$ cat src/rtl/qfab_pkg.sv
`timescale 1ns / 1ps
// ----------------------------------------------------------------------------
// qfab_pkg - shared types and constants for the quad fill alpha blender
// Word formats, configuration register map, fill colours and pipeline sizes.
// ----------------------------------------------------------------------------
package qfab_pkg;

  // geometry
  localparam int COORD_BITS = 12;
  localparam int FRAC_BITS  = 4;
  localparam int NUM_VTX    = 4;
  localparam int LANE_STEP  = 16;
  localparam int VTX_BITS   = COORD_BITS + FRAC_BITS;
  localparam int LANE_W     = (VTX_BITS >= LANE_STEP) ? LANE_STEP : VTX_BITS;
  localparam int PIX_W      = 12;
  localparam int PX_W       = PIX_W + FRAC_BITS;
  localparam int DIFF_W     = ((PX_W > LANE_W) ? PX_W : LANE_W) + 1;
  localparam int PROD_W     = 2 * DIFF_W;

  // pipeline
  localparam int NUM_STAGES = 4;

  // blend arithmetic
  localparam int ALPHA_W = 8;
  localparam int MIX_W   = 14;

  typedef enum logic [2:0] {
    REG_QUAD_X    = 3'd0,
    REG_QUAD_Y    = 3'd1,
    REG_ENABLED   = 3'd2,
    REG_OCCUPIED  = 3'd3,
    REG_ALPHA     = 3'd4,
    REG_WIDTH     = 3'd5,
    REG_HEIGHT    = 3'd6
  } cfg_reg_e;

  typedef struct packed {
    logic [11:0] pixel_x;
    logic [11:0] pixel_y;
    logic [15:0] dst_pixel;
  } pix_in_t;

  typedef struct packed {
    logic [15:0] out_pixel;
    logic        covered;
  } pix_out_t;

  typedef struct packed {
    logic [63:0]        quad_x_coords;
    logic [63:0]        quad_y_coords;
    logic               cell_enabled;
    logic               cell_occupied;
    logic [ALPHA_W-1:0] fill_alpha;
    logic [11:0]        image_width;
    logic [11:0]        image_height;
  } cfg_t;

  typedef struct packed {
    logic [NUM_STAGES-1:0] load;
  } pipe_ctrl_t;

  function automatic logic [15:0] pack565(input logic [7:0] r, input logic [7:0] g,
                                          input logic [7:0] b);
    return {r[7:3], g[7:2], b[7:3]};
  endfunction

  localparam logic [15:0] FILL_FREE = pack565(8'd46, 8'd204, 8'd113);
  localparam logic [15:0] FILL_OCC  = pack565(8'd255, 8'd91, 8'd91);
  localparam logic [15:0] FILL_DIS  = pack565(8'd140, 8'd140, 8'd140);

endpackage

$ cat src/rtl/qfab_cfg.sv
`timescale 1ns / 1ps
// ----------------------------------------------------------------------------
// qfab_cfg - configuration register file
// Seven registers written through a valid/ready port that is always ready.
// ----------------------------------------------------------------------------
module qfab_cfg import qfab_pkg::*; (
  input  logic        clk,
  input  logic        rst,
  input  logic        cfg_valid,
  input  logic [2:0]  cfg_index,
  input  logic [63:0] cfg_data,
  output cfg_t        cfg
);

  always_ff @(posedge clk) begin
    if (rst) begin
      cfg.quad_x_coords <= '0;
      cfg.quad_y_coords <= '0;
      cfg.cell_enabled  <= 1'b1;
      cfg.cell_occupied <= 1'b0;
      cfg.fill_alpha    <= ALPHA_W'(70);
      cfg.image_width   <= 12'd800;
      cfg.image_height  <= 12'd600;
    end else if (cfg_valid) begin
      unique case (cfg_index)
        REG_QUAD_X:   cfg.quad_x_coords <= cfg_data;
        REG_QUAD_Y:   cfg.quad_y_coords <= cfg_data;
        REG_ENABLED:  cfg.cell_enabled  <= cfg_data[0];
        REG_OCCUPIED: cfg.cell_occupied <= cfg_data[0];
        REG_ALPHA:    cfg.fill_alpha    <= cfg_data[ALPHA_W-1:0];
        REG_WIDTH:    cfg.image_width   <= cfg_data[11:0];
        REG_HEIGHT:   cfg.image_height  <= cfg_data[11:0];
        default: ;
      endcase
    end
  end

endmodule

$ cat config.mk
export PLATFORM = sky130hd
export DESIGN_NAME = qfab_cfg
export DESIGN_NICKNAME = d
export VERILOG_FILES = /design/src/rtl/qfab_pkg.sv /design/src/rtl/qfab_cfg.sv
export SDC_FILE = /design/constraint.sdc
export NUM_CORES = 1
export LEC_CHECK = 0
export ABC_AREA = 0
export BUFFER_PORTS_ARGS = -buffer_cell sky130_fd_sc_hd__buf_2
export CAP_MARGIN = 5
export CORE_MARGIN = 2
export CORE_UTILIZATION = 52
export CTS_BUF_LIST = sky130_fd_sc_hd__clkbuf_4 sky130_fd_sc_hd__clkbuf_8
export DETAILED_ROUTE_END_ITERATION = 12
export PLACE_DENSITY = 0.89
export SLEW_MARGIN = 20
export SYNTH_ARGS = -nofsm -noshare
export SYNTH_HDL_FRONTEND = slang
export SYNTH_SLANG_ARGS = --single-unit
$ cat constraint.sdc
create_clock -name clk -period 1.6 [get_ports clk]
set_input_delay 0 -clock clk [delete_from_list [all_inputs] [get_ports clk]]
set_output_delay 0 -clock clk [all_outputs]
set_load 0.02 [all_outputs]
==> results.py, run 1 <==
metrics = {
    "status": {
        "outcome": "completed",
    },
    "yosys": {
        "ys_warn_count": 0,
        "ys_seq_elements": 162,
        "synth_nets": 690,
        "syn_inst": 620,
        "syn_area_um2": 6650,
        "synth_fa_ha_area_share_pct": 0,
        "synth_seq_area_share_pct": 48.8,
        "avgSynthCellArea_um2": 10.7,
        "synthMuxAreaShare_pct": 24.4,
        "synth.distinct_cells": 17,
        "synth_top_family_by_area": "multiplexers",
        "synthSimpleGateAreaFrac_pct": 23.1,
        "synth_compound_area_share_pct": 0,
        "post_synth_xor_area_fraction_pct": 0,
    },
    "grt": {
        "grt_pass1_vias": 5335,
        "gr-total-overflow": 0,
        "antenna_found_initial": 0,
        "grt_max_degree": 82,
        "track_usage_pct": 24.5,
        "grt_first_pass_wirelength_mm": 26.0,
    },
    "clock_network": {
        "htree_levels": 4,
        "cts_tree": "built",
        "clock-sinks": 162,
        "cts_buffer_depth": 2,
        "post_cts_buffers": 0,
        "clock_latency_ns": 0.43,
        "clk_pin_slew_ns": 0.08,
        "root_buffer": "clkbuf_8",
        "numCtsBuffers": 17,
    },
    "final_layout": {
        "antenna_cells": 0,
        "layout_common_cells": "buf_2 (230), nand2b_1 (215), mux2i_1 (162), dfxtp_1 (162), dlygate4sd3_1 (67)",
        "largest_reg_flops": 162,
        "regMostFlops": "cfg",
        "drive_gt1_share_pct": 30.7,
        "nNetsFinal": 969,
        "top_regs": "cfg: 162 flops",
        "final_common_cell": "buf_2",
        "fill_cells": 854,
        "area_growth_pct": 36.1,
    },
    "drt": {
        "firstDrtPassIters": 4,
        "routed_via_density": 4.91,
        "drt-initial-drc-count": 337,
        "ant_nets": 0,
        "drc": 0,
        "dr_total_vias": 5320,
        "wl_per_cell_um": 15.6,
        "wirelength_mm": 16.9,
    },
    "floorplanning": {
        "start_util_pct": 52.9,
        "die_h_um": 117,
        "die_area_um2": 13700,
        "coreArea_um2": 12600,
        "rows": 41,
        "die_x_um": 117,
        "pin_count": 232,
    },
    "pwr": {
        "power_density_nw_per_um2": 914,
        "leakage_nw": 4.46,
        "ir_worst_vdd_mv": 0.615,
        "power_mw": 8.27,
    },
    "sta": {
        "period_minus_slack_ns": 1.54,
        "setup_violations": 0,
        "fmax_mhz": 651,
        "fin_crit_sh_pct": 96.0,
        "finClkSkew_ns": 0,
        "slew_headroom_pct": 69.1,
        "fin_tns_setup_ns": 0,
        "layout_setup_ws_ns": 0.0637,
        "hold_viol": 0,
        "rsz0062_at_grt": "false",
        "worst-slew-pin-transition_ns": 0.461,
        "maxSlewViolCount": 0,
    },
    "setup_path": {
        "setup.worst_path.end_class": "flip-flop",
        "arrival_ns": 1.88,
        "critPathLaunchType": "input pin",
        "path_max_fanout": 42,
        "path_class": "in -> reg",
        "cp_data_required_time_ns": 1.94,
        "r2r_cells": 2,
    },
    "placed_design": {
        "pre_cts_slack_ns": 0.289,
        "hpwl_mm": 10.4,
        "portBuffers": 231,
        "gp_congestion": 0.758,
    },
    "run": {
        "drv_cap": 0,
    },
    "hold_path": {
        "hold_path.class": "in -> reg",
        "hold-path-cell-count": 3,
    },
}
==> critical path, stage by stage <==
cell and delay [ns]:
dlygate4sd3_1 0.54, buf_2 0.20, nor4b_2 0.43, buf_12 0.34
mux2i_1 0.33
==> kinds of logic (layout without fill, tap and decap cells) <==
logic type | after synthesis | after routing
simple gates | 246 | 246
mux | 162 | 162
flops | 162 | 162
buf+inv | 50 | 342
==> power by group <==
part	internal (mW)	leakage, nW	switching, mW	total, mW
clock network	1.78	0.220	1.44	3.22
logic	0.442	2.93	0.443	0.885
registers	4.12	1.31	0.0487	4.17
==> synthesized netlist by cell type <==
| cell | count | area share [%] |
|---|---|---|
| nand2b_1 | 215 | 20 |
| dfxtp_1 | 162 | 49 |
| mux2i_1 | 162 | 24 |
| clkbuf_1 | 29 | 1.6 |
| nor2_1 | 20 | 1.1 |
| buf_2 | 11 | 0.83 |
| buf_4 | 6 | 0.68 |
| nand4b_1 | 3 | 0.40 |
| buf_6 | 2 | 0.34 |
| nand4bb_1 | 2 | 0.34 |
| nor4bb_1 | 2 | 0.30 |
| and4b_1 | 1 | 0.15 |
| and4bb_2 | 1 | 0.19 |
| buf_1 | 1 | 0.056 |
| buf_8 | 1 | 0.23 |
| nor4b_1 | 1 | 0.13 |
| or4b_4 | 1 | 0.21 |
==> per-layer routing <==
metal / vias up / track usage (%) / wire [um]
li1: 2597 / - / -
met1: 2478 / 27.8 / 6970
met2: 208 / 41.9 / 8130
met3: 37 / 8.65 / 1370
met4: 0 / 10.4 / 436
met5: - / 0 / 0
==> what timing repair did <==
| action | 4_1_cts | 5_1_grt |
|---|---|---|
| hold buffers | 67 | 0 |
| hold endpoints to repair | 162 | 0 |
| gates resized for setup | 0 | 0 |
==> cell type report <==
type / count / area [um^2] / share of cell area, %
Multi-Input combinational cell: 408 / 3190 / 35.3
Clock inverter: 11 / 160 / 1.77
Clock buffer: 21 / 270 / 2.99
Tap cell: 172 / 215 / 2.38
Timing Repair Buffer: 310 / 1970 / 21.8
Sequential cell: 162 / 3240 / 35.8
==> worst paths after layout <==
check               start  endpoint  slack [ns]
max          cfg_index[1]  cfg[134]        0.06
min reg2reg      cfg[161]  cfg[161]        0.47
max reg2reg      cfg[134]  cfg[134]        0.80
min          cfg_index[0]   cfg[32]        0.04
==> stage by stage <==
step	cells	utilization [%]	cell area, um^2	hold WS (ns)
after detailed placement	985	63.3	7950	0.296
after global placement	985	63.3	7950	0.276
final	1084	72.0	9050	0.0388
after floorplan	620	-	6650	0.161
after global routing	1084	72.0	9050	0.0544
after CTS	1084	72.0	9050	0.0102
No activity file was read; power rests on OpenSTA's default activity.
==> inputs of run 2 (changes only) <==
BUFFER_PORTS_ARGS = -buffer_cell sky130_fd_sc_hd__clkbuf_2   (was -buffer_cell sky130_fd_sc_hd__buf_2)
==> results.py, run 2 (same netlist as run 1, synthesis figures left out) <==
metrics = {
    "drt": {
        "drt-initial-drc-count": 316,
        "routed_via_density": 4.89,
        "dr_total_vias": 5289,
        "drc": 0,
        "ant_nets": 0,
        "wirelength_mm": 17.0,
        "wl_per_cell_um": 15.7,
        "firstDrtPassIters": 4,
    },
    "floorplanning": {
        "die_h_um": 117,
        "die_area_um2": 13700,
        "die_x_um": 117,
        "rows": 41,
        "pin_count": 232,
        "coreArea_um2": 12600,
        "start_util_pct": 52.9,
    },
    "clock_network": {
        "cts_tree": "built",
        "cts_resized": 0,
        "htree_levels": 4,
        "clock-sinks": 162,
        "clk_pin_slew_ns": 0.09,
        "numCtsBuffers": 17,
        "root_buffer": "clkbuf_8",
        "clock_latency_ns": 0.43,
        "cts_buffer_depth": 2,
    },
    "setup_path": {
        "cp_top_family": "flip-flops",
        "r2r-start": "cfg[132]",
        "reg2reg_to": "cfg[132]",
        "r2r_cells": 2,
        "arrival_ns": 1.03,
        "critPathLaunchType": "flip-flop",
        "cp_data_required_time_ns": 1.60,
        "slowest_stage": "dfxtp_1",
        "path_class": "reg -> out",
        "setup.worst_path.end_class": "output pin",
        "slowest_delay_ns": 0.39,
        "crit_cells": 1,
        "r2r_setup_slack_ns": 0.87,
        "path_max_fanout": 2,
        "worstPathCellList": "clkbuf_2",
        "cp.buffers_inverters": 1,
    },
    "sta": {
        "worst-slew-pin-transition_ns": 0.407,
        "fin_crit_sh_pct": 64.5,
        "fmax_mhz": 969,
        "period_minus_slack_ns": 1.03,
        "setup_violations": 0,
        "rsz0062_at_grt": "false",
        "maxSlewViolCount": 0,
        "fin_tns_setup_ns": 0,
        "hold_viol": 0,
        "layout_setup_ws_ns": 0.568,
        "slew_headroom_pct": 72.5,
        "finClkSkew_ns": 0,
    },
    "pwr": {
        "ir_worst_vdd_mv": 0.698,
        "leakage_nw": 4.39,
        "power_mw": 8.70,
        "power_density_nw_per_um2": 955,
    },
    "run": {
        "drv_cap": 0,
    },
    "hold_path": {
        "holdPathEnd": "cfg[33]",
        "hold_path.class": "in -> reg",
        "hold-path-cell-count": 3,
        "hold_path.startpoint": "rst",
    },
    "grt": {
        "grt_max_degree": 49,
        "track_usage_pct": 24.7,
        "gr-total-overflow": 0,
        "antenna_found_initial": 0,
        "grt_first_pass_wirelength_mm": 26.2,
        "grt_pass1_vias": 5357,
    },
    "final_layout": {
        "finish.cell_count_without_fillers": 1082,
        "area_growth_pct": 37.0,
        "top_regs": "cfg: 162 flops",
        "layout_common_cells": "clkbuf_2 (230), nand2b_1 (215), mux2i_1 (162), dfxtp_1 (162), dlygate4sd3_1 (64)",
        "fin_area_um2": 9110,
        "antenna_cells": 0,
        "regMostFlops": "cfg",
        "drive_gt1_share_pct": 30.9,
        "final_common_cell": "clkbuf_2",
        "largest_reg_flops": 162,
        "nNetsFinal": 968,
    },
    "placed_design": {
        "gp_congestion": 0.738,
        "hpwl_mm": 10.5,
        "pre_cts_slack_ns": 0.245,
        "place_inst": 987,
        "placed_cell_area_um2": 7980,
        "portBuffers": 231,
    },
    "status": {
        "outcome": "completed",
    },
}
## run 2: per-stage QoR
step / hold slack [ns] / utilization (%)
after floorplan: 0.161 / -
after global placement: 0.273 / 63.5
after detailed placement: 0.279 / 63.5
after CTS: 0.0266 / 72.5
after global routing: 0.0648 / 72.5
final: 0.0541 / 72.5
## run 2: where the power goes
group	switching (mW)	internal [mW]
Clock	1.47	2.17
Combinational	0.447	0.441
Sequential	0.0527	4.12
Total	1.97	6.73
## run 2: worst max path at each step
stage | slack (ns) | to | from
after floorplan | 0.45 | cfg[151] | cfg_index[1]
after global placement | 0.34 | cfg[133] | cfg_index[0]
after detailed placement | 0.24 | cfg[146] | cfg_index[0]
after CTS | 0.54 | cfg[125] | cfg[125]
after global routing | 0.51 | cfg[125] | cfg[125]
final | 0.57 | cfg[125] | cfg[125]
## run 2: final cells by class
cell class	count	area [um^2]
repair buffers	309	1970
flip-flops and latches	162	3240
well taps	172	215
clock buffers	22	290
multi-input cells	408	3190
fillers	831	3460
clock inverters	9	201
## run 2: per-layer routing
| metal | vias to the layer above | track usage [%] | routed length (um) | share of wire, % |
|---|---|---|---|---|
| met5 | - | 0 | 0 | 0 |
| met1 | 2466 | 27.7 | 7000 | 41 |
| met2 | 201 | 42.9 | 8340 | 49 |
| li1 | 2585 | - | - | - |
| met3 | 37 | 8.75 | 1270 | 7.5 |
| met4 | 0 | 10.1 | 416 | 2.4 |
## run 2: repair_timing
item,CTS,global route
buffers inserted,0,0
hold buffers,64,0
endpoints found under the hold margin,162,0
endpoints found under the setup margin,0,0
