===== src/rtl/qfab_pkg.sv =====
`timescale 1ns / 1ps
// ----------------------------------------------------------------------------
// qfab_pkg - shared types and constants for the quad fill alpha blender
// Word formats, configuration register map, fill colours and pipeline sizes.
// ----------------------------------------------------------------------------
package qfab_pkg;

  // geometry
  localparam int COORD_BITS = 12;
  localparam int FRAC_BITS  = 4;
  localparam int NUM_VTX    = 4;
  localparam int LANE_STEP  = 16;
  localparam int VTX_BITS   = COORD_BITS + FRAC_BITS;
  localparam int LANE_W     = (VTX_BITS >= LANE_STEP) ? LANE_STEP : VTX_BITS;
  localparam int PIX_W      = 12;
  localparam int PX_W       = PIX_W + FRAC_BITS;
  localparam int DIFF_W     = ((PX_W > LANE_W) ? PX_W : LANE_W) + 1;
  localparam int PROD_W     = 2 * DIFF_W;

  // pipeline
  localparam int NUM_STAGES = 4;

  // blend arithmetic
  localparam int ALPHA_W = 8;
  localparam int MIX_W   = 14;

  typedef enum logic [2:0] {
    REG_QUAD_X    = 3'd0,
    REG_QUAD_Y    = 3'd1,
    REG_ENABLED   = 3'd2,
    REG_OCCUPIED  = 3'd3,
    REG_ALPHA     = 3'd4,
    REG_WIDTH     = 3'd5,
    REG_HEIGHT    = 3'd6
  } cfg_reg_e;

  typedef struct packed {
    logic [11:0] pixel_x;
    logic [11:0] pixel_y;
    logic [15:0] dst_pixel;
  } pix_in_t;

  typedef struct packed {
    logic [15:0] out_pixel;
    logic        covered;
  } pix_out_t;

  typedef struct packed {
    logic [63:0]        quad_x_coords;
    logic [63:0]        quad_y_coords;
    logic               cell_enabled;
    logic               cell_occupied;
    logic [ALPHA_W-1:0] fill_alpha;
    logic [11:0]        image_width;
    logic [11:0]        image_height;
  } cfg_t;

  typedef struct packed {
    logic [NUM_STAGES-1:0] load;
  } pipe_ctrl_t;

  function automatic logic [15:0] pack565(input logic [7:0] r, input logic [7:0] g,
                                          input logic [7:0] b);
    return {r[7:3], g[7:2], b[7:3]};
  endfunction

  localparam logic [15:0] FILL_FREE = pack565(8'd46, 8'd204, 8'd113);
  localparam logic [15:0] FILL_OCC  = pack565(8'd255, 8'd91, 8'd91);
  localparam logic [15:0] FILL_DIS  = pack565(8'd140, 8'd140, 8'd140);

endpackage


===== src/rtl/qfab_pipe_ctrl.sv =====
`timescale 1ns / 1ps
// ----------------------------------------------------------------------------
// qfab_pipe_ctrl - stage valid bits and load enables
// A stage loads when it is empty or the stage after it moves on.
// ----------------------------------------------------------------------------
module qfab_pipe_ctrl import qfab_pkg::*; (
  input  logic       clk,
  input  logic       rst,
  input  logic       in_valid,
  input  logic       out_stall,
  output logic       in_stall,
  output logic       out_valid,
  output pipe_ctrl_t ctrl
);

  logic [NUM_STAGES-1:0] valid;

  always_comb begin
    ctrl.load[NUM_STAGES-1] = !valid[NUM_STAGES-1] || !out_stall;
    for (int k = NUM_STAGES - 2; k >= 0; k--) begin
      ctrl.load[k] = !valid[k] || ctrl.load[k+1];
    end
  end

  always_ff @(posedge clk) begin
    if (rst) begin
      valid <= '0;
    end else begin
      if (ctrl.load[0]) valid[0] <= in_valid;
      for (int k = 1; k < NUM_STAGES; k++) begin
        if (ctrl.load[k]) valid[k] <= valid[k-1];
      end
    end
  end

  assign in_stall  = !ctrl.load[0];
  assign out_valid = valid[NUM_STAGES-1];

endmodule


===== config.mk =====
export PLATFORM = sky130hd
export DESIGN_NAME = qfab_pipe_ctrl
export DESIGN_NICKNAME = d
export VERILOG_FILES = /design/src/rtl/qfab_pkg.sv /design/src/rtl/qfab_pipe_ctrl.sv
export SDC_FILE = /design/constraint.sdc
export NUM_CORES = 1
export LEC_CHECK = 0
export ABC_AREA = 1
export BUFFER_PORTS_ARGS = -buffer_cell sky130_fd_sc_hd__buf_2
export CAP_MARGIN = 10
export CORE_AREA = 8 8 45 47
export CTS_CLUSTER_SIZE = 28
export DETAILED_ROUTE_END_ITERATION = 6
export DIE_AREA = 0 0 53 55
export HOLD_SLACK_MARGIN = 0.15
export SYNTH_ARGS = -nofsm -noshare
export SYNTH_HDL_FRONTEND = slang
export SYNTH_SLANG_ARGS = --single-unit

===== constraint.sdc =====
create_clock -name clk -period 0.9 [get_ports clk]
set_clock_uncertainty 0.15 [all_clocks]
set_input_delay 0.09 -clock clk [delete_from_list [all_inputs] [get_ports clk]]
set_output_delay 0.09 -clock clk [all_outputs]
set_load 0.01 [all_outputs]

==> metrics, run 1 <==
Clk pwr share 53.2%; maximum VDD drop 0.541 mV; CTS tree done; hold_buf cts 2; critical path peak fanout 3; GRT Total Usage 4.21%; final setup fails 10; DP Area 249 µm²; root buf cell clkbuf_4; final instance area 365 µm²; drt total wl 490 µm; Hold WS 0.0815 ns; layout cells sized above 1 73.7%; GRT overflow 0; crit path max-delay cell type dfxtp_4; TNS Setup -2.23 ns; synthesized area per cell 8.76 µm²; maximum clock path buffer count 2; dpl hpwl 329 µm; met1 WL 197 µm; total die area 0.00292 mm²; Core Area 0.00138 mm²; kind of critical path reg -> out; max reg flops 4; crit end category output port; max layer used met3; area delta synth->final 132%; CTS buffer count 3; Final WS setup -0.359 ns; Combinational Power Share 7.3%; Syn Std Cell Area 158 µm²; Psw 0.000110 W; switching share of power 22.9%; DRC 0; failing checks negative setup slack; Top Registers valid (4); number of buffers added on ports 9; largest net degree at the start of global routing 5; YS warnings 0; total number of vias 186; Antenna diodes 0; GP Congestion 0.648; Worst-path clk slew 0.04 ns; # IOs 10; Critical Path Source Type flop; fin crit share 140%; Setup WS pre-CTS -0.157 ns; # nets final 43; HP Class in -> reg; met2 WL post-DR 208 µm; DIE HEIGHT 55 µm; initial cell density of the core 11.4%; FILL cells 156; met3 wire len 84 µm; clock sinks 4; slowest stage delay, CP 0.35 ns; Power Internal 0.000369 W; commonest non-fill, non-tap cell in the layout buf_6; Tightest Pin Transition 0.166 ns; vias in the first global route 226; Arr. time, crit path 1.02 ns; H-tree depth 1; clock insertion delay at the later pin of the skew report 0.24 ns; RSZ-0062 raised after global routing true; Critical Path RT 0.66 ns; Rows 14; max_cap viols 0; status finished with violations; Static Leak 0.161 nW; Top delay family on crit path flip-flops; Routed wire per std cell 9.07 µm; Syn Inst Count 18; Via density 3.44; crit-path cells nand2_4, nor2_4, nand3_4, inv_2, buf_6; Sequential Power Share 39.5%; initial antenna violation count 0; Final ANT Viol Nets 0; Slew Viols, Final 0; Synth cell types 9; 1st-iter DRT viols 1; post-route minimum period 1.26 ns; Power Dens Cells 1310 mW/mm²; Fin. Hold Viols 0; most frequent cells in the layout buf_6 (6), buf_2 (5); Slew HR 88.9%; post-synthesis sequential area ratio 50.8%; register with the most flip-flops valid; DR pass1 iterations 2; WP buf/inv 2; die width 53 µm; first-pass GRT wire length 814 µm; Post-Synthesis Net Count 22; Yosys reg bits 4; Fmax 0.794 GHz
-- per-stage QoR --
stage	util [%]	std cells	power, W
after floorplan	-	18	0.000202
after global placement	18.0	44	0.000215
after detailed placement	18.0	44	0.000216
after CTS	24.8	52	0.000488
after global routing	26.4	54	0.000516
final	26.4	54	0.000479
-- timing repair --
action                                  in CTS  in global routing
setup buffers                                3                  2
endpoints found under the setup margin       9                 10
endpoints found under the hold margin        4                  1
resized for setup                            6                  2
pin swaps                                    3                  0
-- routing by layer --
metal,up-vias,track usage (%)
met5,-,0
met4,0,2.59
met1,85,3.19
met2,9,5.66
li1,92,-
met3,0,5.61
-- cell families after synthesis --
| family | Yosys count | synth area share [%] |
|---|---|---|
| DFF | 4 | 50.8 |
| buffers and inverters | 6 | 14.3 |
| and+or+nand+nor | 4 | 19.8 |
| AOI/OAI and AO/OA | 4 | 15.1 |
-- worst min-delay path, stage by stage --
cell     delay (ns)
buf_2          0.11
nand2_4        0.07
nor2_4         0.04
inv_2          0.06
a21oi_2        0.04
-- power by group through the flow --
stage               Combinational (W)  Clock (W)  Sequential, W
finish                      0.0000347   0.000255       0.000189
global route                0.0000386   0.000288       0.000190
CTS                         0.0000326   0.000267       0.000189
detailed placement          0.0000240          0       0.000192
global placement            0.0000236          0       0.000192
floorplan                  0.00000971          0       0.000192
-- Yosys cell counts --
cell type / count / share of area, %
inv_1: 4 / 9.5
a21oi_1: 3 / 9.5
a21oi_2: 1 / 5.6
inv_2: 2 / 4.8
dfxtp_1: 4 / 51
nand2_2: 1 / 4.0
nor2_4: 1 / 7.1
nand2_1: 1 / 2.4
nand3_2: 1 / 6.3
-- area by class of cell --
class | instances | area [µm²] | area share (%)
clock buffer | 4 | 26.3 | 7.19
inverter | 6 | 22.5 | 6.16
multi-input combinational | 8 | 77.6 | 21.2
sequential | 4 | 83.8 | 22.9
tap | 16 | 20.0 | 5.48
timing repair buffer | 16 | 135 | 37.0
-- final timing paths --
kind	from	end	slack (ns)	cells past startpoint
worst max-delay path	valid[3]	in_stall	-0.36	5
worst min register to register	valid[2]	valid[3]	0.32	2
worst max register to register	valid[3]	valid[0]	-0.30	6
worst min-delay path	out_stall	valid[2]	0.08	5
Note: power is estimated with default switching activity, not from simulation.
==> inputs of run 2 (changes only) <==
Settings changed: SETUP_SLACK_MARGIN set to 0.5.
==> run 2 against run 1 <==
The flow finishes with violations (negative hold slack, negative setup slack). Sequential cell count stayed put. Fmax is 1.5% higher. Critical path depth stayed put. Critical path type unchanged. Highest routed layer unchanged.
==> metrics, run 2 (synthesis results as in run 1) <==
number of buffers added on ports 9 (unchanged); final setup fails 10 (unchanged); most frequent cells in the layout buf_6 (6), buf_2 (5), a21oi_2 (4); max_cap viols 0 (unchanged); layout cells sized above 1 80.6% (+6.9 points); die width 53 µm (unchanged); largest net degree at the start of global routing 5 (unchanged); register with the most flip-flops valid; total number of vias 174 (-6.5%); Slew Viols, Final 0 (unchanged); crit path max-delay cell type dfxtp_4; Worst-path clk slew 0.04 ns (about the same); RSZ-0062 raised after global routing true; H-tree depth 1 (unchanged); Sequential Power Share 41.3% (+1.8 points); slowest stage delay, CP 0.35 ns (about the same); 1st-iter DRT viols 0 (-1); DRC 0 (unchanged); DR pass1 iterations 1 (-1); final instance area 349 µm² (-4.5%); CTS buffer count 3 (unchanged); crit end category output port; failing checks negative hold slack, negative setup slack; crit-path cells nand2_4, nor2_4, nand3_4, inv_2, buf_6; critical path peak fanout 3 (unchanged); first-pass GRT wire length 614 µm (-25%); fin crit share 138% (-2.0 points); # nets final 41 (-4.7%); Core Area 0.00138 mm² (unchanged); DP Area 241 µm² (-3.0%); CTS tree done; maximum clock path buffer count 2 (unchanged); TNS Setup -2.12 ns (+0.105 ns); status finished with violations; HP Class in -> reg; total die area 0.00292 mm² (unchanged); Power Internal 0.000363 W (-1.6%); Power Dens Cells 1310 mW/mm² (about the same); commonest non-fill, non-tap cell in the layout buf_6; Final ANT Viol Nets 0 (unchanged); switching share of power 20.6% (-2.3 points); Critical Path Source Type flop; Antenna diodes 0 (unchanged); clock insertion delay at the later pin of the skew report 0.23 ns (about the same); kind of critical path reg -> out; Critical Path RT 0.66 ns (about the same); GRT overflow 0 (unchanged); Final WS setup -0.341 ns (+0.0181 ns); area delta synth->final 121%; maximum VDD drop 0.832 mV (+54%); vias in the first global route 177 (-22%); Tightest Pin Transition 0.167 ns (+0.000988 ns); GP Congestion 0.644 (-0.57%); Hold WS -0.0656 ns (-0.147 ns); drt total wl 423 µm (-14%); Combinational Power Share 6.5% (-0.8 points); Arr. time, crit path 1.00 ns (-0.02 ns); Routed wire per std cell 8.13 µm (-10%); Slew HR 88.9% (about the same); Static Leak 0.153 nW (-5.2%); post-route minimum period 1.24 ns (-0.0181 ns); Psw 0.0000940 W (-14%); root buf cell clkbuf_4; Top Registers valid (4); GRT Total Usage 3.33% (-0.88 points); DIE HEIGHT 55 µm (unchanged); # IOs 10 (unchanged); initial cell density of the core 11.4% (unchanged); Clk pwr share 52.2% (-1.0 points); Fin. Hold Viols 4 (+4); clock sinks 4 (unchanged); Rows 14 (unchanged); Final Core Density 25.2% (-1.2 points); max reg flops 4 (unchanged); Fmax 0.806 GHz (+1.5%); dpl hpwl 299 µm (-9.1%); initial antenna violation count 0 (unchanged); Via density 3.35 (-2.9%)
==> run 2: cell types whose count changed in the layout (fill, tap and decap cells not counted) <==
cell / before / now
dlygate4sd3_1: 2 / 0
a21oi_1: 1 / 0
a21oi_2: 3 / 4
==> run 2: stage by stage <==
step | power (W) | worst slack [ns] | instances
6_report | 0.000457 | -0.341 | 52
5_1_grt | 0.000491 | -0.408 | 52
4_1_cts | 0.000473 | -0.366 | 50
3_5_place_dp | 0.000215 | -0.156 | 43
3_3_place_gp | 0.000214 | -0.150 | 43
2_1_floorplan | 0.000202 | -0.117 | 18
==> run 2: final timing paths <==
check | to | start | slack, ns | depth (start not counted)
max | in_stall | valid[3] | -0.34 | 5
min | valid[3] | rst | -0.07 | 2
max reg2reg | valid[0] | valid[3] | -0.17 | 5
min reg2reg | valid[3] | valid[2] | 0.32 | 2
==> run 2: final cells by class <==
cell class	instances	area [µm²]
Fill cell	151	1030
Timing Repair Buffer	14	115
Sequential cell	4	83.8
Multi-Input combinational cell	8	81.3
Clock buffer	4	26.3
Inverter	6	22.5
Tap cell	16	20.0
==> run 2: metal layers <==
layer  global-route usage [%]  share of wire, %  vias to the layer above
met5                        0                 0                        -
met1                     2.73                48                       75
li1                         -                 -                       90
met4                     1.29                 0                        0
met3                     5.61                16                        0
met2                     3.71                37                        9
==> run 2: critical path, delay by kind of cell (launching register included) <==
kind                   cells  cell delay, ns
AND/OR/NAND/NOR            3            0.27
flip-flops                 1            0.35
buffers and inverters      2            0.15
==> run 2: power by group through the flow <==
stage	registers [W]	logic [W]	clock network [W]
after floorplan	0.000192	0.00000969	0
after global placement	0.000192	0.0000223	0
after detailed placement	0.000192	0.0000227	0
after CTS	0.000189	0.0000296	0.000254
after global routing	0.000189	0.0000328	0.000269
final	0.000189	0.0000297	0.000239
==> run 2: timing repair <==
item	4_1_cts	5_1_grt
setup endpoints to repair	10	10
endpoints found under the hold margin	4	4
setup buffers	3	2
pin swaps	3	0
resized for setup	8	1
==> inputs of run 3 (changes only) <==
Settings changed: CTS_BUF_LIST set to sky130_fd_sc_hd__clkbuf_8.
==> run 3 against run 2 <==
The run still ends with negative hold slack, negative setup slack left. Sequential cell count unchanged. Sequential share of layout area fell by 1.2 points. Die area unchanged.
==> metrics, run 3 (synthesis results as in run 1) <==
status finished with violations; failing checks negative hold slack, negative setup slack; maximum clock path buffer count 2 (unchanged); HP Class in -> reg; Top Registers valid (4); GRT overflow 0 (unchanged); total die area 0.00292 mm² (unchanged); kind of critical path reg -> out; drt total wl 428 µm (+1.2%); DRC 0 (unchanged); final instance area 368 µm² (+5.4%); 1st-iter DRT viols 1 (+1); Tightest Pin Transition 0.166 ns (-0.000841 ns); Arr. time, crit path 0.98 ns (-0.02 ns); Routed wire per std cell 8.23 µm (+1.2%); Slew Viols, Final 0 (unchanged); max reg flops 4 (unchanged); Antenna diodes 0 (unchanged); DIE HEIGHT 55 µm (unchanged); Rows 14 (unchanged); Final Core Density 26.6% (+1.4 points); area delta synth->final 133%; GRT Total Usage 3.55% (+0.22 points); CTS tree done; largest net degree at the start of global routing 5 (unchanged); final setup fails 10 (unchanged); initial cell density of the core 11.4% (unchanged); crit end category output port; root buf cell clkbuf_8; layout cells sized above 1 80.6% (unchanged); dpl hpwl 299 µm (unchanged); first-pass GRT wire length 641 µm (+4.4%); DP Area 241 µm² (unchanged); Worst-path clk slew 0.03 ns (about the same); Final WS setup -0.320 ns (+0.0210 ns); initial antenna violation count 0 (unchanged); DR pass1 iterations 2 (+1); register with the most flip-flops valid; Via density 3.42 (+2.3%); vias in the first global route 178 (+0.56%); # nets final 41 (unchanged); post-route minimum period 1.22 ns (-0.0210 ns); critical path peak fanout 3 (unchanged); CTS buffer count 3 (unchanged); clock sinks 4 (unchanged); fin crit share 136% (-2.3 points); max_cap viols 0 (unchanged); maximum VDD drop 1.07 mV (+28%); die width 53 µm (unchanged); GP Congestion 0.644 (unchanged); Critical Path Source Type flop; total number of vias 178 (+2.3%); Hold WS -0.0462 ns (+0.0193 ns); Fmax 0.820 GHz (+1.7%); Slew HR 88.9% (about the same); FILL cells 151 (unchanged); number of buffers added on ports 9 (unchanged); RSZ-0062 raised after global routing true; H-tree depth 1 (unchanged); Static Leak 0.165 nW (+7.8%); Fin. Hold Viols 4 (unchanged); # IOs 10 (unchanged); commonest non-fill, non-tap cell in the layout buf_6; Final ANT Viol Nets 0 (unchanged); Critical Path RT 0.66 ns (about the same); Core Area 0.00138 mm² (unchanged); most frequent cells in the layout buf_6 (6), buf_2 (5), inv_1 (4), a21oi_2 (4); Power Dens Cells 1630 mW/mm² (+24%); clock insertion delay at the later pin of the skew report 0.22 ns (about the same)
run 3: what timing repair did:
item	4_1_cts	5_1_grt
pin swaps	3	0
buffers inserted	3	2
endpoints found under the setup margin	10	10
gates resized for setup	8	1
endpoints found under the hold margin	4	4
run 3: path summary, 6_finish.rpt:
check | cells past startpoint | start | slack (ns) | endpoint
max reg2reg | 5 | valid[3] | -0.17 | valid[0]
max | 5 | valid[3] | -0.32 | in_stall
min reg2reg | 2 | valid[2] | 0.32 | valid[3]
min | 2 | rst | -0.05 | valid[3]
run 3: metrics by stage:
stage          worst slack [ns]  TNS [ns]  cells  hold WS [ns]  power, W
3_5_place_dp             -0.156    -0.641     43         0.153  0.000215
2_1_floorplan            -0.117    -0.434     18     -0.000643  0.000202
6_report                 -0.320     -1.99     52       -0.0462  0.000598
4_1_cts                  -0.340     -1.89     50       -0.0571  0.000614
5_1_grt                  -0.382     -2.46     52       -0.0411  0.000639
3_3_place_gp             -0.150    -0.594     43         0.152  0.000214
run 3: per-layer routing:
layer | share of wire [%] | up-vias | wire (µm) | GRT usage [%]
met5 | 0 | - | 0 | 0
met4 | 0 | 0 | 0 | 2.59
met3 | 19 | 0 | 81 | 5.61
met2 | 36 | 11 | 156 | 3.71
met1 | 44 | 77 | 190 | 2.88
li1 | - | 90 | - | -
run 3: area by class of cell:
class                           instances  area (µm²)  share of cell area (%)
Clock buffer                            3        41.3                    11.2
Inverter                                6        22.5                    6.12
Timing Repair Buffer                   14         115                    31.3
Sequential cell                         4        83.8                    22.8
Clock inverter                          1        3.75                    1.02
Multi-Input combinational cell          8        81.3                    22.1
Tap cell                               16        20.0                    5.44
run 3: worst max-delay path: stages, from the launching register on:
cell     delay (ns)
dfxtp_4        0.34
nand2_4        0.05
nor2_4         0.13
nand3_4        0.09
inv_2          0.06
buf_6          0.09
run 3: report_power, final:
group,internal [W],switching (W)
Combinational,0.0000142,0.0000155
Clock,0.000290,0.0000889
Sequential,0.000183,0.00000618
Total,0.000488,0.000111
