<file path="config.mk">
export PLATFORM = sky130hd
export DESIGN_NAME = qfab_blend
export DESIGN_NICKNAME = d
export VERILOG_FILES = /design/src/rtl/qfab_pkg.sv /design/src/rtl/qfab_blend.sv
export SDC_FILE = /design/constraint.sdc
export NUM_CORES = 1
export LEC_CHECK = 0
export ABC_AREA = 1
export BUFFER_PORTS_ARGS = -buffer_cell sky130_fd_sc_hd__buf_4
export CAP_MARGIN = 20
export CORE_ASPECT_RATIO = 1.2
export CORE_MARGIN = 2
export CORE_UTILIZATION = 60
export DETAILED_ROUTE_END_ITERATION = 12
export MAX_ROUTING_LAYER = met4
export PLACE_DENSITY_LB_ADDON = 0.2
export SLEW_MARGIN = 20
export SYNTH_ARGS = -nofsm -noshare
export SYNTH_HDL_FRONTEND = slang
export SYNTH_SLANG_ARGS = --single-unit
</file>
<file path="constraint.sdc">
create_clock -name clk -period 7.95 [get_ports clk]
set_clock_uncertainty 0.1 [all_clocks]
set_input_delay 1.9875 -clock clk [delete_from_list [all_inputs] [get_ports clk]]
set_output_delay 1.9875 -clock clk [all_outputs]
set_load 0.01 [all_outputs]
</file>
<file path="src/rtl/qfab_pkg.sv">
`timescale 1ns / 1ps
// ----------------------------------------------------------------------------
// qfab_pkg - shared types and constants for the quad fill alpha blender
// Word formats, configuration register map, fill colours and pipeline sizes.
// ----------------------------------------------------------------------------
package qfab_pkg;

  // geometry
  localparam int COORD_BITS = 12;
  localparam int FRAC_BITS  = 4;
  localparam int NUM_VTX    = 4;
  localparam int LANE_STEP  = 16;
  localparam int VTX_BITS   = COORD_BITS + FRAC_BITS;
  localparam int LANE_W     = (VTX_BITS >= LANE_STEP) ? LANE_STEP : VTX_BITS;
  localparam int PIX_W      = 12;
  localparam int PX_W       = PIX_W + FRAC_BITS;
  localparam int DIFF_W     = ((PX_W > LANE_W) ? PX_W : LANE_W) + 1;
  localparam int PROD_W     = 2 * DIFF_W;

  // pipeline
  localparam int NUM_STAGES = 4;

  // blend arithmetic
  localparam int ALPHA_W = 8;
  localparam int MIX_W   = 14;

  typedef enum logic [2:0] {
    REG_QUAD_X    = 3'd0,
    REG_QUAD_Y    = 3'd1,
    REG_ENABLED   = 3'd2,
    REG_OCCUPIED  = 3'd3,
    REG_ALPHA     = 3'd4,
    REG_WIDTH     = 3'd5,
    REG_HEIGHT    = 3'd6
  } cfg_reg_e;

  typedef struct packed {
    logic [11:0] pixel_x;
    logic [11:0] pixel_y;
    logic [15:0] dst_pixel;
  } pix_in_t;

  typedef struct packed {
    logic [15:0] out_pixel;
    logic        covered;
  } pix_out_t;

  typedef struct packed {
    logic [63:0]        quad_x_coords;
    logic [63:0]        quad_y_coords;
    logic               cell_enabled;
    logic               cell_occupied;
    logic [ALPHA_W-1:0] fill_alpha;
    logic [11:0]        image_width;
    logic [11:0]        image_height;
  } cfg_t;

  typedef struct packed {
    logic [NUM_STAGES-1:0] load;
  } pipe_ctrl_t;

  function automatic logic [15:0] pack565(input logic [7:0] r, input logic [7:0] g,
                                          input logic [7:0] b);
    return {r[7:3], g[7:2], b[7:3]};
  endfunction

  localparam logic [15:0] FILL_FREE = pack565(8'd46, 8'd204, 8'd113);
  localparam logic [15:0] FILL_OCC  = pack565(8'd255, 8'd91, 8'd91);
  localparam logic [15:0] FILL_DIS  = pack565(8'd140, 8'd140, 8'd140);

endpackage

</file>
<file path="src/rtl/qfab_blend.sv">
`timescale 1ns / 1ps
// ----------------------------------------------------------------------------
// qfab_blend - per-channel alpha blend of the fill colour
// Stage 2 products, stage 3 sums, stage 4 divide by 255 and output select.
// ----------------------------------------------------------------------------
module qfab_blend import qfab_pkg::*; (
  input  logic       clk,
  input  pipe_ctrl_t ctrl,
  input  cfg_t       cfg,
  input  logic [15:0] dst_pixel,
  input  logic       covered,
  output pix_out_t   result
);

  typedef logic [MIX_W-1:0] mix_t;

  // exact floor(t/255) for t below 16320
  function automatic logic [5:0] div255(input mix_t t);
    logic [MIX_W:0] s;
    s = (MIX_W+1)'(t) + (MIX_W+1)'(t >> 8) + (MIX_W+1)'(1);
    return s[13:8];
  endfunction

  logic [15:0]        s1_dst, s2_dst, s3_dst;
  mix_t               s2_ps [3];
  mix_t               s2_pd [3];
  mix_t               s3_sum [3];
  logic [15:0]        fill;
  logic [ALPHA_W-1:0] alpha_inv;
  logic [5:0]         src_ch [3];
  logic [5:0]         dst_ch [3];
  logic [15:0]        blended;

  always_comb begin
    priority if (!cfg.cell_enabled) fill = FILL_DIS;
    else if (cfg.cell_occupied)     fill = FILL_OCC;
    else                            fill = FILL_FREE;
    alpha_inv = ALPHA_W'(255) - cfg.fill_alpha;
    src_ch[0] = {1'b0, fill[15:11]};
    src_ch[1] = fill[10:5];
    src_ch[2] = {1'b0, fill[4:0]};
    dst_ch[0] = {1'b0, s1_dst[15:11]};
    dst_ch[1] = s1_dst[10:5];
    dst_ch[2] = {1'b0, s1_dst[4:0]};
  end

  always_ff @(posedge clk) begin
    if (ctrl.load[0]) s1_dst <= dst_pixel;
  end

  always_ff @(posedge clk) begin
    if (ctrl.load[1]) begin
      s2_dst <= s1_dst;
      for (int c = 0; c < 3; c++) begin
        s2_ps[c] <= mix_t'(src_ch[c]) * mix_t'(cfg.fill_alpha);
        s2_pd[c] <= mix_t'(dst_ch[c]) * mix_t'(alpha_inv);
      end
    end
  end

  always_ff @(posedge clk) begin
    if (ctrl.load[2]) begin
      s3_dst <= s2_dst;
      for (int c = 0; c < 3; c++) begin
        s3_sum[c] <= s2_ps[c] + s2_pd[c];
      end
    end
  end

  always_comb begin
    logic [5:0] r, g, b;
    r = div255(s3_sum[0]);
    g = div255(s3_sum[1]);
    b = div255(s3_sum[2]);
    blended = {r[4:0], g, b[4:0]};
  end

  always_ff @(posedge clk) begin
    if (ctrl.load[3]) begin
      result.out_pixel <= covered ? blended : s3_dst;
      result.covered   <= covered;
    end
  end

endmodule

</file>
==> reports/results.ini, run 1 <==
[status]
status = completed

[detailed_routing]
wl_met2_um = 16800
routedWlPerCell_um = 15.2
drtAntennaViolNets = 0
avgViaCountPerCell = 5.46
drc = 0
firstDrtPassIters = 8
drtIter0Drc = 635
wl_met1_um = 14700
vias = 12300
top_layer = met4
wirelength_um = 34400
route.met3.wl_um = 1520

[clock_network]
clock-sinks = 187
numCtsBuffers = 17
clock_path_buffers = 2
holdBufCountCts = 0
root_buffer = clkbuf_16
h-tree-depth = 4
postCtsSetupBuffers = 0
clkTransAtPathRegs_ns = 0.07
cts_resized = 0
clkLatencyLatePin_ns = 0.44
tritoncts = yes

[timing]
fmax_ghz = 0.179
slew_headroom_pct = 45.1
fin_setup_tns_ns = 0
maxSlewViolCount = 0
fin_ws_ns = 2.38
tightest_slew_ns = 0.823
rsz0062_at_grt = no
hold_viol = 0
fin_hold_ws_ns = 0.320
setup_violations = 0
finalCritPeriodShare_pct = 70.1
fin_crit_ns = 5.57

[worst_setup_path]
reg2reg_depth = 14
startpoint = cfg[30]
crit_cells = 15
endpoint = s2_pd[0][26]
end_kind = flop
cp_max_fo = 13
crit_path_start_kind = primary input
r2r_end = s2_pd[0][26]
arrival_ns = 5.67
r2r-start = s1_dst[9]
critPathMaxStageDelay_ns = 0.58
path_cells = buf_4 > inv_1 > nand2_1 > fa_1 > inv_1 > fa_1 > inv_1 > fa_1 > inv_1 > ha_1 > inv_1 > o21ai_0 > a31oi_1 > nand4_1 > nand2_1
crit_top_cell = inv_1
crit_family = adder cells
critPathBufInv = 6
path_class = in2reg
cp.required_ns = 8.05
critPathSlowestCell = fa_1
r2r_setup_slack_ns = 4.00

[floorplanning]
die_x_um = 154
start_util_pct = 60.5
dieHeight_um = 184
core-area_mm2 = 0.0269
fp-row-count = 66
io_pins = 201
fp.dieArea_mm2 = 0.0285

[job]
drv_cap = 0

[placement]
place.gp.congestion = 0.938
placed_cells = 2224
hpwlAfterDp_um = 27600
port_buffers = 48
place_ws_ns = 1.96

[synthesis]
netlist_area_mm2 = 0.0163
async_reset_ff_share_pct = 0
synth_common_cells = 415 x nand2_1, 350 x inv_1, 196 x ha_1, 189 x nor2_1, 187 x edfxtp_1
synth_cell_type_count = 33
seq_area_frac_synth_pct = 34.5
avgSynthCellArea_um2 = 8.76
yosys.area.top_type_share_pct = 34.5
syn_inst = 1859
synth.most_common_cell = nand2_1
ys.flop_type = edfxtp_1
synth_warnings = 0
synth_seq_cells = 187
synthesis.nets = 2346
synth-edff-count = 187
synthTopCellsByArea = edfxtp_1 34%, ha_1 15%, fa_1 13%, nand2_1 9.6%, inv_1 8.1%
synth_top_cell_by_area = edfxtp_1

[global_route]
grt_max_degree = 69
overflow = 0
first_global_vias = 12300
grt_pass1_wl_um = 56800
antenna_found_initial = 0
grt_use_total_pct = 26.2

[power_and_ir_drop]
ir_drop_v = 0.000192
power_density_mw_per_mm2 = 292
p_leak_nw = 8.97

[cells_and_area]
fillCellCount = 2245
drive_above_1_share_pct = 4.96
instances_no_fill = 2256
syn2layout_area_growth_pct = 7.81
nets = 2390
num_antenna_cells = 0

[worst_hold_path]
hold_class = reg2reg

[metrics by stage]
stage / total power [mW] / area, um2 / utilization, %
2_1_floorplan: 3.66 / 16300 / -
6_report: 5.13 / 17600 / 65.2
4_1_cts: 5.15 / 17600 / 65.2
3_3_place_gp: 4.25 / 17000 / 63.1
5_1_grt: 5.61 / 17600 / 65.2
3_5_place_dp: 4.30 / 17000 / 63.1
[report_power, final]
part	switching, mW	internal [mW]	leakage, nW	total, mW
Clock	0.383	0.443	0.269	0.826
Combinational	1.64	1.01	6.86	2.65
Sequential	0.149	1.51	1.84	1.66
[how the worst min path moves through the flow]
stage	from	endpoint	slack, ns	cells past startpoint
after CTS	s2_dst[9]	s3_dst[9]	0.32	0
after floorplan	s2_dst[0]	s3_dst[0]	0.30	0
after global placement	s2_dst[8]	s3_dst[8]	0.30	0
after global routing	s2_dst[10]	s3_dst[10]	0.34	0
final	s2_dst[15]	s3_dst[15]	0.32	0
after detailed placement	s2_dst[15]	s3_dst[15]	0.30	0
[cell type report]
type | count | area [um2] | share of cell area [%]
Timing Repair Buffer | 50 | 375 | 2.14
Multi-Input combinational cell | 1294 | 9240 | 52.6
Inverter | 353 | 1330 | 7.55
Clock buffer | 17 | 425 | 2.42
Clock inverter | 15 | 154 | 0.877
Sequential cell | 187 | 5620 | 32.0
Tap cell | 340 | 425 | 2.42
[cell families after synthesis]
logic type                 Yosys count  share of synthesized area [%]
xor gates and xnor gates            69                           3.71
buffers and inverters              378                           8.81
AOI/OAI and AO/OA                  165                           5.72
and+or+nand+nor                    756                           19.0
DFF                                187                           34.5
other                                1                         0.0230
adders and majority gates          303                           28.2
[cell usage in the layout (no fill, tap or decap), types with 2 or more instances in the layout]
master,n
o21ai_0,42
nand3b_1,9
inv_8,5
clkbuf_16,17
and2_1,2
nand2_1,415
a21o_1,10
a21oi_1,72
inv_2,2
nor3_1,14
ha_1,196
fa_1,107
clkinv_1,2
buf_4,50
xor2_1,53
nand3_1,98
inv_6,2
xnor2_1,16
a31oi_1,20
nand4_1,21
o21bai_1,15
nor2_1,189
or2_2,2
edfxtp_1,187
o21ai_2,4
clkinvlp_4,5
inv_1,350
nand3_2,2
[registers in the layout, indices dropped and copies added (netlist names)]
register  flops
s3_dst       16
s2_pd        40
s2_dst       16
s2_ps        40
result       17
s1_dst       16
s3_sum       42
[per-layer routing]
metal  global-route usage, %  vias up
met5                       -        -
met4                    11.9        0
met3                    3.06       90
met2                    44.3      299
met1                    31.8     5853
li1                        -     6078
Note: power is estimated with default switching activity, not from simulation.
==> run 2, diff against run 1 <==
--- a/config.mk
+++ b/config.mk
@@ -5,7 +5,7 @@
 export SDC_FILE = /design/constraint.sdc
 export NUM_CORES = 1
 export LEC_CHECK = 0
-export ABC_AREA = 1
+export ABC_AREA = 0
 export BUFFER_PORTS_ARGS = -buffer_cell sky130_fd_sc_hd__buf_4
 export CAP_MARGIN = 20
 export CORE_ASPECT_RATIO = 1.2
==> constraint.sdc (replaced) <==
create_clock -name clk -period 5.2 [get_ports clk]
set_clock_uncertainty 0.1 [all_clocks]
set_input_delay 1.3 -clock clk [delete_from_list [all_inputs] [get_ports clk]]
set_output_delay 1.3 -clock clk [all_outputs]
set_load 0.01 [all_outputs]
==> run 2 against run 1 <==
First-iteration DRC count down 34%. Register-to-register slack worse by 3.0 ns. Cell count down 22%. Total power up 44%. Combinational power up 31%. Area after synthesis down 8.5%. Sequential share of layout area up 1.9 points. Final area down 5.6%. Core utilization up 2.2 points. Sequential power up 54%. Clock power up 63%.
==> reports/results.ini, run 2 <==
[synthesis]
seq_area_frac_synth_pct = 37.7  ; +3.2 points
syn_inst = 1337  ; -28%
synthesis.nets = 1824  ; -22%
ys.flop_type = edfxtp_1
synth_top_cell_by_area = edfxtp_1
synthTopCellsByArea = edfxtp_1 38%, ha_1 16%, fa_1 14%, inv_1 4.5%, xnor2_1 4.2%
async_reset_ff_share_pct = 0  ; unchanged
synth_seq_cells = 187  ; unchanged
yosys.area.top_type_share_pct = 37.7  ; +3.2 points
synth_cell_type_count = 56  ; +70%
synth_common_cells = 196 x ha_1, 187 x edfxtp_1, 177 x inv_1, 107 x fa_1, 92 x nor2b_1
netlist_area_mm2 = 0.0149  ; -8.5%
synth-edff-count = 187  ; unchanged
synth.most_common_cell = ha_1
avgSynthCellArea_um2 = 11.1  ; +27%
synth_warnings = 0  ; unchanged

[global_route]
grt_max_degree = 87  ; +26%
grtUsageMet1_pct = 30.1  ; -1.7 points
busiest_layer = met2
grt_pass1_wl_um = 50800  ; -11%
overflow = 0  ; unchanged
grt_use_met3_pct = 3.20  ; +0.14 points
antenna_found_initial = 0  ; unchanged
met2_usage_pct = 46.3  ; +1.9 points
first_global_vias = 10300  ; -16%
grt_use_total_pct = 26.2  ; -0.031 points

[placement]
hpwlAfterDp_um = 24200  ; -12%
place_ws_ns = -0.0187  ; -1.98 ns
port_buffers = 48  ; unchanged
placed_cells = 1732  ; -22%
place.gp.congestion = 0.944  ; +0.59%

[clock_network]
postCtsSetupBuffers = 0  ; unchanged
clkLatencyLatePin_ns = 0.45  ; about the same
clock-sinks = 187  ; unchanged
tritoncts = yes
clkTransAtPathRegs_ns = 0.08  ; about the same
cts_resized = 0  ; unchanged
h-tree-depth = 4  ; unchanged
holdBufCountCts = 0  ; unchanged
clock_path_buffers = 2  ; unchanged
numCtsBuffers = 17  ; unchanged
root_buffer = clkbuf_16

[timing]
finalCritPeriodShare_pct = 92.4
fin_crit_ns = 4.80
rsz0062_at_grt = no
fin_ws_ns = 0.397  ; -1.98 ns
fmax_ghz = 0.208
fin_hold_ws_ns = 0.320  ; +0.0000290 ns
slew_headroom_pct = 46.8  ; +1.7 points
hold_viol = 0  ; unchanged
setup_violations = 0  ; unchanged
tightest_slew_ns = 0.798  ; -0.0253 ns
maxSlewViolCount = 0  ; unchanged

[cells_and_area]
drive_above_1_share_pct = 10.1  ; +5.1 points
nets = 1913  ; -20%
final_common_cell = ha_1
largest_reg_flops = 42  ; unchanged
largest-register = s3_sum
top_regs = s3_sum x42, s2_pd x40, s2_ps x40
layout_common_cells = 196 x ha_1, 187 x edfxtp_1, 177 x inv_1, 107 x fa_1, 94 x buf_4
instances_no_fill = 1764  ; -22%
syn2layout_area_growth_pct = 11.2
num_antenna_cells = 0  ; unchanged

[worst_setup_path]
cp_max_fo = 6  ; -7
arrival_ns = 4.91  ; -0.76 ns
cp.required_ns = 5.31  ; -2.74 ns
crit_path_start_kind = primary input
end_kind = flop
reg2reg_depth = 12  ; -2
path_class = in2reg

[power_and_ir_drop]
p_leak_nw = 7.54  ; -16%
ir_drop_v = 0.000411  ; +110%
power_density_mw_per_mm2 = 446  ; +52%

[floorplanning]
core-area_mm2 = 0.0246  ; -8.6%
fp-row-count = 63  ; -4.5%
start_util_pct = 60.6  ; +0.12 points
fp.dieArea_mm2 = 0.0261  ; -8.3%
io_pins = 201  ; unchanged
die_x_um = 148  ; -4.2%
dieHeight_um = 177  ; -4.2%

[detailed_routing]
drc = 0  ; unchanged
vias = 9750  ; -21%
drtAntennaViolNets = 0  ; unchanged
avgViaCountPerCell = 5.53  ; +1.2%
wirelength_um = 31200  ; -9.2%
routedWlPerCell_um = 17.7  ; +16%
firstDrtPassIters = 5  ; -3
drtIter0Drc = 419  ; -34%

[worst_hold_path]
hold_class = reg2reg
holdPathStages = 0  ; unchanged

[job]
drv_cap = 0  ; unchanged

[status]
status = completed

## run 2: per-layer routing
metal | wire [um] | vias up
met4 | 1240 | 0
met3 | 972 | 65
met2 | 16400 | 193
met5 | 0 | -
met1 | 12600 | 4744
li1 | - | 4748
## run 2: area by class of cell
cell class | count | area, um2
Fill cell | 1875 | 8020
Tap cell | 325 | 407
Inverter | 180 | 676
Multi-Input combinational cell | 943 | 8510
Timing Repair Buffer | 97 | 757
Sequential cell | 187 | 5620
Clock buffer | 18 | 429
Clock inverter | 14 | 175
## run 2: final timing paths
check | slack [ns] | start | end
hold / removal | 0.32 | s2_dst[14] | s3_dst[14]
setup reg to reg | 1.03 | s1_dst[8] | s2_pd[0][27]
hold reg to reg | 0.32 | s2_dst[14] | s3_dst[14]
setup / recovery | 0.40 | cfg[26] | s2_pd[0][27]
## run 2: kinds of logic after synthesis
family | synth area share [%]
compound gates | 9.54
xor+xnor | 5.99
fa+ha+maj | 30.8
buf+inv | 5.21
flops | 37.7
mux | 0.218
other cells | 0.0252
simple gates | 10.5
## run 2: critical path: stages
cell and delay (ns):
buf_4 0.13, inv_1 0.23, nand2_1 0.14, fa_1 0.59, fa_1 0.44, fa_1 0.50
inv_1 0.05, ha_1 0.28, a21o_1 0.21, a211oi_1 0.32, o21ai_0 0.18, a31o_2 0.28
a21oi_1 0.17, xnor2_1 0.08
## run 2: power breakdown
group / switching [mW] / internal (mW)
registers: 0.242 / 2.31
clock network: 0.656 / 0.693
logic: 1.88 / 1.60
## run 2: per-stage QoR
stage | power [mW] | utilization [%] | area (um2) | TNS (ns)
6_report | 7.38 | 67.4 | 16600 | 0
5_1_grt | 7.97 | 67.4 | 16600 | 0
4_1_cts | 7.44 | 67.4 | 16600 | 0
3_5_place_dp | 6.04 | 64.9 | 16000 | -0.0233
3_3_place_gp | 5.94 | 64.9 | 16000 | -0.0519
2_1_floorplan | 5.12 | - | 14900 | 0
==> run 3, diff against run 2 <==
--- a/config.mk
+++ b/config.mk
@@ -6,7 +6,7 @@
 export NUM_CORES = 1
 export LEC_CHECK = 0
 export ABC_AREA = 0
-export BUFFER_PORTS_ARGS = -buffer_cell sky130_fd_sc_hd__buf_4
+export BUFFER_PORTS_ARGS = -buffer_cell sky130_fd_sc_hd__buf_2
 export CAP_MARGIN = 20
 export CORE_ASPECT_RATIO = 1.2
 export CORE_MARGIN = 2
==> run 3 against run 2 <==
Worst setup slack better by 0.0013 ns. Maximum frequency hardly changed. Sequential power hardly changed. Global-route usage hardly changed. Register-to-register slack better by 0.07 ns. Core utilization is 0.44 points lower. Non-clock buffer count is 3 higher. Final area is 0.66% lower. First-iteration DRC count is 3.3% lower. Critical endpoint is now s2_pd[0][12]. Highest routed layer unchanged.
==> reports/results.ini, run 3 (synthesis results as in run 2) <==
[status]
status = completed

[timing]
maxSlewViolCount = 0  ; unchanged
fin_crit_ns = 4.80  ; -0.00128 ns
finalCritPeriodShare_pct = 92.3  ; about the same
fin_hold_ws_ns = 0.321  ; +0.000803 ns
slew_headroom_pct = 31.3  ; -16 points
rsz0062_at_grt = no
fmax_ghz = 0.208  ; about the same
setup_violations = 0  ; unchanged
hold_viol = 0  ; unchanged
tightest_slew_ns = 1.03  ; +0.233 ns

[clock_network]
holdBufCountCts = 0  ; unchanged
postCtsSetupBuffers = 0  ; unchanged
clkLatencyLatePin_ns = 0.45  ; about the same
clock_path_buffers = 2  ; unchanged
clkTransAtPathRegs_ns = 0.07  ; about the same
root_buffer = clkbuf_16
tritoncts = yes
h-tree-depth = 4  ; unchanged
numCtsBuffers = 17  ; unchanged
cts_resized = 0  ; unchanged
clock-sinks = 187  ; unchanged

[detailed_routing]
drtIter0Drc = 405  ; -3.3%
drc = 0  ; unchanged
avgViaCountPerCell = 5.56  ; +0.51%
routedWlPerCell_um = 17.8  ; +0.33%
drtAntennaViolNets = 0  ; unchanged
vias = 9822  ; +0.74%
firstDrtPassIters = 5  ; unchanged
wirelength_um = 31400  ; +0.56%

[worst_setup_path]
path_cells = buf_2 > inv_1 > nand2_1 > fa_1 > fa_1 > fa_1 > inv_1 > ha_1 > a21o_1 > a211oi_1 > o21ai_0 > a31o_2 > a21oi_1 > xnor2_1
reg2reg_depth = 12  ; unchanged
crit_top_cell = fa_1
end_kind = flop
cp.required_ns = 5.30  ; about the same
endpoint = s2_pd[0][12]
critPathMaxStageDelay_ns = 0.57  ; -0.02 ns
cp_max_fo = 7  ; +1
arrival_ns = 4.91  ; about the same
critPathSlowestCell = fa_1
r2r_end = s2_pd[0][27]
r2r_setup_slack_ns = 1.10  ; +0.07 ns
r2r-start = s1_dst[8]
crit_path_start_kind = primary input
startpoint = cfg[26]
path_class = in2reg

[worst_hold_path]
hold_class = reg2reg

[cells_and_area]
largest_reg_flops = 42  ; unchanged
stdcell_area_mm2 = 0.0165  ; -0.66%
largest-register = s3_sum
final_common_cell = ha_1
nets = 1916  ; +0.16%
drive_above_1_share_pct = 10.3  ; +0.26 points
syn2layout_area_growth_pct = 10.4
top_regs = s3_sum x42, s2_pd x40, s2_ps x40
layout_common_cells = 196 x ha_1, 187 x edfxtp_1, 177 x inv_1, 107 x fa_1, 92 x nor2b_1
instances_no_fill = 1768  ; +0.23%

[placement]
placed_cells = 1735  ; +0.17%
place_area_mm2 = 0.0159  ; -0.67%
port_buffers = 48  ; unchanged
hpwlAfterDp_um = 24800  ; +2.8%
place.gp.congestion = 0.898  ; -4.8%

[power_and_ir_drop]
power_density_mw_per_mm2 = 448  ; +0.44%
p_leak_nw = 7.50  ; -0.51%
ir_drop_v = 0.000392  ; -4.7%

[floorplanning]
fp-row-count = 63  ; unchanged
die_x_um = 148  ; unchanged
core-area_mm2 = 0.0246  ; unchanged
dieHeight_um = 177  ; unchanged
fp.dieArea_mm2 = 0.0261  ; unchanged
start_util_pct = 60.6  ; unchanged
io_pins = 201  ; unchanged

[global_route]
grt_use_total_pct = 26.2  ; about the same
antenna_found_initial = 1  ; +1
grt_pass1_wl_um = 50700  ; -0.20%
first_global_vias = 10200  ; -1.1%
grt_max_degree = 80  ; -8.0%
overflow = 0  ; unchanged

[job]
drv_cap = 0  ; unchanged

==> run 3: worst max-delay path, delay by kind of cell <==
kind / cells / cell delay [ns]
and+or+nand+nor: 1 / 0.13
xor gates and xnor gates: 1 / 0.08
adders and majority gates: 4 / 1.76
buffers and inverters: 3 / 0.44
AOI/OAI and AO/OA: 5 / 1.18
==> run 3: power by group <==
part / total (mW) / internal [mW] / switching [mW] / leakage (nW)
clock network: 1.35 / 0.690 / 0.662 / 0.287
registers: 2.56 / 2.31 / 0.250 / 1.83
logic: 3.46 / 1.58 / 1.88 / 5.38
total: 7.37 / 4.58 / 2.79 / 7.50
==> run 3: layer usage <==
metal  vias to the layer above  track usage, %  wire length (um)
li1                       4763               -                 -
met1                      4787            29.8             12600
met2                       197            45.7             16300
met5                         -               -                 0
met4                         0            12.9              1390
met3                        75            3.40              1020
==> run 3: worst min path at each step <==
| stage | from | slack (ns) | to | depth (start not counted) |
|---|---|---|---|---|
| 3_3_place_gp | s2_dst[14] | 0.30 | s3_dst[14] | 0 |
| 6_report | s2_dst[12] | 0.32 | s3_dst[12] | 0 |
| 3_5_place_dp | s2_dst[12] | 0.31 | s3_dst[12] | 0 |
| 5_1_grt | s2_dst[9] | 0.33 | s3_dst[9] | 0 |
| 4_1_cts | s2_dst[12] | 0.32 | s3_dst[12] | 0 |
| 2_1_floorplan | s2_dst[0] | 0.30 | s3_dst[0] | 0 |
==> run 3: final cells by class <==
| class | instances | area (um2) |
|---|---|---|
| clock inverters | 15 | 179 |
| clock buffers | 17 | 425 |
| fillers | 1847 | 8130 |
| flip-flops and latches | 187 | 5620 |
| multi-input cells | 943 | 8510 |
| well taps | 325 | 407 |
| repair buffers | 100 | 646 |
| diodes | 1 | 2.50 |
| inverters | 180 | 676 |
==> run 3: stage by stage <==
| step | setup TNS, ns | utilization (%) | power, mW | worst slack (ns) |
|---|---|---|---|---|
| after floorplan | 0 | - | 5.12 | 0.0711 |
| final | 0 | 66.9 | 7.37 | 0.398 |
| after detailed placement | -0.136 | 64.5 | 6.02 | -0.0596 |
| after global placement | -0.0468 | 64.5 | 5.90 | -0.0468 |
| after CTS | 0 | 66.9 | 7.41 | 0.421 |
| after global routing | 0 | 66.9 | 7.94 | 0.170 |
